`config.mk`:
```
export PLATFORM = sky130hd
export DESIGN_NAME = gbr_ram
export DESIGN_NICKNAME = d
export VERILOG_FILES = /design/src/design/gbr_ram.sv
export SDC_FILE = /design/constraint.sdc
export NUM_CORES = 2
export LEC_CHECK = 0
export BUFFER_PORTS_ARGS = -buffer_cell sky130_fd_sc_hd__buf_2
export CAP_MARGIN = 20
export CELL_PAD_IN_SITES_DETAIL_PLACEMENT = 0
export CELL_PAD_IN_SITES_GLOBAL_PLACEMENT = 2
export CORE_UTILIZATION = 46
export CTS_CLUSTER_SIZE = 16
export DETAILED_ROUTE_END_ITERATION = 6
export PLACE_DENSITY_LB_ADDON = 0.1
export SLEW_MARGIN = 25
export SYNTH_ARGS = -nofsm -noshare
export SYNTH_HDL_FRONTEND = slang
export SYNTH_SLANG_ARGS = --single-unit
```
`constraint.sdc`:
```
create_clock -name i_clk -period 2.3 [get_ports i_clk]
set_clock_uncertainty 0.1 [all_clocks]
set_input_delay 0.46 -clock i_clk [delete_from_list [all_inputs] [get_ports i_clk]]
set_output_delay 0.46 -clock i_clk [all_outputs]
set_load 0.05 [all_outputs]
```
`src/design/gbr_ram.sv`:
```
module gbr_ram #(
    parameter int WIDTH = 8,
    parameter int DEPTH = 256,
    localparam int AW = (DEPTH > 1) ? $clog2(DEPTH) : 1
) (
    input  logic             i_clk,
    input  logic             i_we,
    input  logic [AW-1:0]    i_waddr,
    input  logic [WIDTH-1:0] i_wdata,
    input  logic [AW-1:0]    i_raddr,
    output logic [WIDTH-1:0] o_rdata
);

    logic [WIDTH-1:0] r_mem [DEPTH];
    logic [WIDTH-1:0] r_rdata;

    // read returns the old word on a same-address write
    always_ff @(posedge i_clk) begin
        if (i_we) begin
            r_mem[i_waddr] <= i_wdata;
        end
        r_rdata <= r_mem[i_raddr];
    end

    assign o_rdata = r_rdata;

endmodule

```
# Word level (Yosys, flattened, before mapping)
# Memory sizes are Yosys's and may differ from the RTL's. A register that Yosys moved wholly into a read port is not among the register bits.
# Cells that the tools add are included.
# word_totals
ff_bits,0
latch_bits,0
ramBits,2048
rom_bits,0
input_bits,26
out_inout_bits,8
elab_cells,3
mem_count,1
# memory_table
name,words,width,rd,rd_ports_with_merged_regs,write_ports,line,rtl
r_mem,256,8,1,1,1,14,logic [WIDTH-1:0] r_mem [DEPTH];
# classes
add_sub_neg,0
n_mul,0
div,0
n_lt_le_gt_ge,0
n_eq_ne,0
n_shift,0
muxes,2
n_bitwise,0
n_reduce_logical,0
# op_table
op,count
two-way mux 1 bit,2

# Logic depth before layout (Yosys ltp)
# depth
ltp_word,2
mapped_depth,11
ltp_nobuf,6

# Worst setup path before layout
# Ideal clock, no wire load.
# synth_timing
path_type,input to register
from,in i_raddr[0]
to,reg r_rdata[2] (netlist: o_rdata[2]) (read register of r_mem)
setup_time_ps,131
arrival_time_ps,2267
required_ps,2069
path_slack_ps,-198
stages,9
path_buffers,4
cell_sequence,buf_6 -> buf_12 -> buf_8 -> buf_2 -> mux4_2 -> a22oi_1 -> a21oi_1 -> nor4_1 -> nor4_2
# synth_lines
element,line,rtl
from (decl),10,"input logic [AW-1:0] i_raddr,"
to (decl),15,logic [WIDTH-1:0] r_rdata;

==> results.rst <==
.. list-table::
   :header-rows: 1

   * - Metric
     - Value
   * - Standard cell core area
     - 172,000 um2
   * - Cell count after synthesis
     - 3,733
   * - Crit path launch type
     - flip-flop
   * - Clk Latency, worst-skew pair
     - 0.85 ns
   * - Number of clock sinks seen by CTS
     - 2,056
   * - Fraction of the core area covered by cells at the end of the flow
     - 56.0%
   * - Grt total ovfl
     - 0
   * - Count of synthesis-stage warnings from yosys
     - 0
   * - Number of maximum-capacitance violations
     - 0
   * - Leakage power
     - 31.5 nW
   * - Netlist cell types
     - 55
   * - Clock transition at the registers of the reported paths
     - 0.06 ns
   * - Largest net degree at the start of global routing
     - 81
   * - Buffer and inverter count on the worst path
     - 1
   * - Via count of the first global-routing pass
     - 42,836
   * - Final setup violation count
     - 5
   * - Setup slack on the worst flop-to-flop path
     - -0.09 ns
   * - Die Y-Extent
     - 418 um
   * - 1st-pass router iterations
     - 5
   * - RSZ-0062 raised after global routing
     - yes
   * - Switching power
     - 17.0 mW
   * - Die W
     - 418 um
   * - Vias per inst
     - 5.88
   * - Share of the yosys chip area belonging to registers
     - 77.5%
   * - Comb power frac
     - 6.2%
   * - Delay of the slowest cell on the worst path
     - 0.52 ns
   * - Launching point of the worst reg2reg path
     - r_mem[67][1]
   * - Net count of the finished layout
     - 4,597
   * - Fraction of power spent switching nets
     - 21.4%
   * - Master of the slowest instance on the critical path
     - mux4_2
   * - Growth of design area from synthesis to finish
     - 21.0%
   * - Cell area after technology mapping
     - 79,600 um2
   * - Cells traversed along the worst timing path
     - mux4_2 > mux4_2 > nor2b_1 > nor4_2 > buf_4 > nor4_1
   * - Data arrival time at the worst-slack endpoint
     - 3.00 ns
   * - Ports
     - 34
   * - Cell types with the largest area share after synthesis
     - edfxtp_1 77%, mux4_2 13%, mux2i_1 1.7%, nor2_1 1.3%, a22oi_1 1.3%
   * - Maximum ir drop on the vdd rail
     - 0.833 mV
   * - Highest clock rate
     - 418 MHz
   * - Initial DRC count
     - 4,242
   * - Internal power summed over all cells
     - 62.6 mW
   * - TritonCTS clock tree
     - yes
   * - GP Congestion
     - 0.836
   * - Dpl cells
     - 6,654
   * - Share of synthesized flip-flops with an asynchronous set or reset
     - 0%
   * - First-pass GRT wire length
     - 316,000 um
   * - Dominant cell by count in the synthesized netlist
     - edfxtp_1
   * - Average wire length per cell after detail routing
     - 31.4 um
   * - Number of remaining DRC errors
     - 0
   * - Residual antenna-violating net count after detailed routing
     - 0
   * - Hold wc startpoint
     - i_wdata[0]
   * - Share of power burned in registers
     - 52.0%
   * - Clock Tree Root
     - clkbuf_16
   * - Worst hold path type
     - in -> reg
   * - Status
     - complete, but fails checks
   * - Post-route fraction of the period consumed by the critical path
     - 104%
   * - Most numerous cell types in the synthesized netlist
     - 2,048 x edfxtp_1, 454 x mux4_2, 282 x nor2_1
   * - Effective utilization at floorplan
     - 46.3%
   * - Final Hold Vio Count
     - 0
   * - Worst R2R Path Depth
     - 6
   * - Count of state elements after synthesis
     - 2,056
   * - Number of CTS-inserted buffers
     - 209
   * - Hold-critical path depth
     - 1
   * - Timing startpoint of the critical path
     - r_mem[67][1]
   * - Number of synthesized flops with an enable pin
     - 2,048
   * - CP Class
     - reg -> reg
   * - WL final
     - 221,000 um
   * - Slew at the pin closest to its max-slew limit
     - 0.692 ns
   * - Total number of vias
     - 41,550
   * - Data required time at the worst endpoint
     - 2.90 ns
   * - Initial antenna violation count
     - 7
   * - Share of post-route cells with drive strength above 1
     - 36.0%
   * - Hold Crit Endpoint
     - r_mem[86][0]
   * - Number of core rows
     - 152
   * - Worst path setup slack after routing
     - -0.0937 ns
   * - Worst-path fanout max
     - 1
   * - HPWL after detailed placement
     - 148,000 um
   * - Overall fraction of global-route tracks in use
     - 25.7%
   * - Cell area power density
     - 827 nW/um2
   * - Buffer levels on the longest clock path
     - 3
   * - Slew margin rel.
     - 53.8%
   * - Kind of cell adding the most delay to the critical path
     - multiplexers
   * - Synthesized net count
     - 3,759
   * - Average size of a mapped cell
     - 21.3 um2
   * - Most instantiated flip-flop cell in the synthesis netlist
     - edfxtp_1
   * - CTS HTree Levels
     - 4
   * - Final Hold Slack
     - 0.0569 ns
   * - Yosys top cell area share
     - 77.3%
   * - Die area
     - 175,000 um2
   * - Final std cells w/o fill
     - 7,061
   * - Endpoint of the most critical register-to-register path
     - o_rdata[1]
   * - Kind of end point of the critical path
     - flip-flop
   * - Max-slew violation total from the final report
     - 0
   * - Post-layout min period
     - 2.39 ns
   * - Area leader, netlist
     - edfxtp_1
   * - Most frequent CP cell
     - mux4_2
   * - Failing checks
     - negative setup slack
   * - Quantity of I/O buffers inserted on ports
     - 33
   * - Clk pwr share
     - 41.8%
[cell usage in the layout, fill, tap and decap left out, types with 12 or more instances in the layout]
| cell | count |
|---|---|
| edfxtp_1 | 2048 |
| buf_12 | 101 |
| a22oi_1 | 122 |
| clkinv_1 | 57 |
| o221ai_1 | 44 |
| mux4_2 | 454 |
| nor2_2 | 13 |
| clkinv_2 | 31 |
| nor2_1 | 266 |
| clkbuf_16 | 213 |
| buf_4 | 714 |
| clkbuf_1 | 42 |
| nand2_1 | 32 |
| buf_2 | 20 |
| nor4_1 | 12 |
| nor3_1 | 12 |
| nor2b_1 | 26 |
| a21oi_1 | 85 |
| nand3_1 | 34 |
| bufinv_16 | 20 |
| o22ai_1 | 28 |
| mux2i_1 | 134 |
[power by group through the flow]
stage	clock, mW	sequential, mW	combinational (mW)
after floorplan	0	42.2	2.07
after global placement	0	42.2	4.71
after detailed placement	0	42.2	4.78
after CTS	33.9	41.4	4.93
after global routing	35.2	41.3	5.19
final	33.3	41.4	4.93
[routing by layer]
metal / up-vias / global-route usage, % / part of all wire, %
li1: 17422 / - / -
met1: 22292 / 36.2 / 42
met2: 1533 / 41.4 / 49
met3: 299 / 4.47 / 6.6
met4: 4 / 7.22 / 2.5
met5: - / 0 / 0.014
[through the flow]
stage / setup TNS, ns / area [um2] / power [mW] / worst slack, ns
finish: -0.183 / 96200 / 79.6 / -0.0937
global route: -0.387 / 96200 / 81.8 / -0.159
CTS: -0.310 / 96000 / 80.2 / -0.0824
floorplan: -54.18 / 79900 / 44.3 / -0.0788
detailed placement: -9.77 / 88700 / 46.9 / -1.45
global placement: -9.83 / 88700 / 46.9 / -1.43
[flip-flops by register name, indices dropped and copies added, names as in the netlist]
register / count
r_mem: 2048
o_rdata: 8
[final cells by class]
class	instances	area [um2]
fill	12887	75500
clock inverter	130	1200
antenna	3	7.51
inverter	2	7.51
sequential	2056	61700
tap	2310	2890
multi-input combinational	1442	17100
timing repair buffer	860	7890
clock buffer	258	5530
[cell families (layout without fill, tap and decap cells)]
group,after synthesis,count (layout),synth area share (%)
buf+inv,235,1250,1.83
flops,2056,2056,77.5
mux,591,591,14.6
other cells,0,3,0
simple gates,466,466,2.63
compound gates,385,385,3.42
[worst max path at each step]
stage / endpoint / slack (ns) / cells after the start
after floorplan: o_rdata[0] / -0.08 / 9
after global placement: o_rdata[6] / -1.43 / 11
after detailed placement: o_rdata[6] / -1.45 / 10
after CTS: o_rdata[1] / -0.08 / 8
after global routing: o_rdata[1] / -0.16 / 8
final: o_rdata[1] / -0.09 / 6
[what timing repair did]
action	4_1_cts	5_1_grt
gates resized for setup	66	44
hold buffers	1	0
setup buffers	9	5
hold endpoints to repair	25	0
cloned	2	0
setup endpoints to repair	10	8
pin swaps	15	15
(Power assumes the default switching activity.)
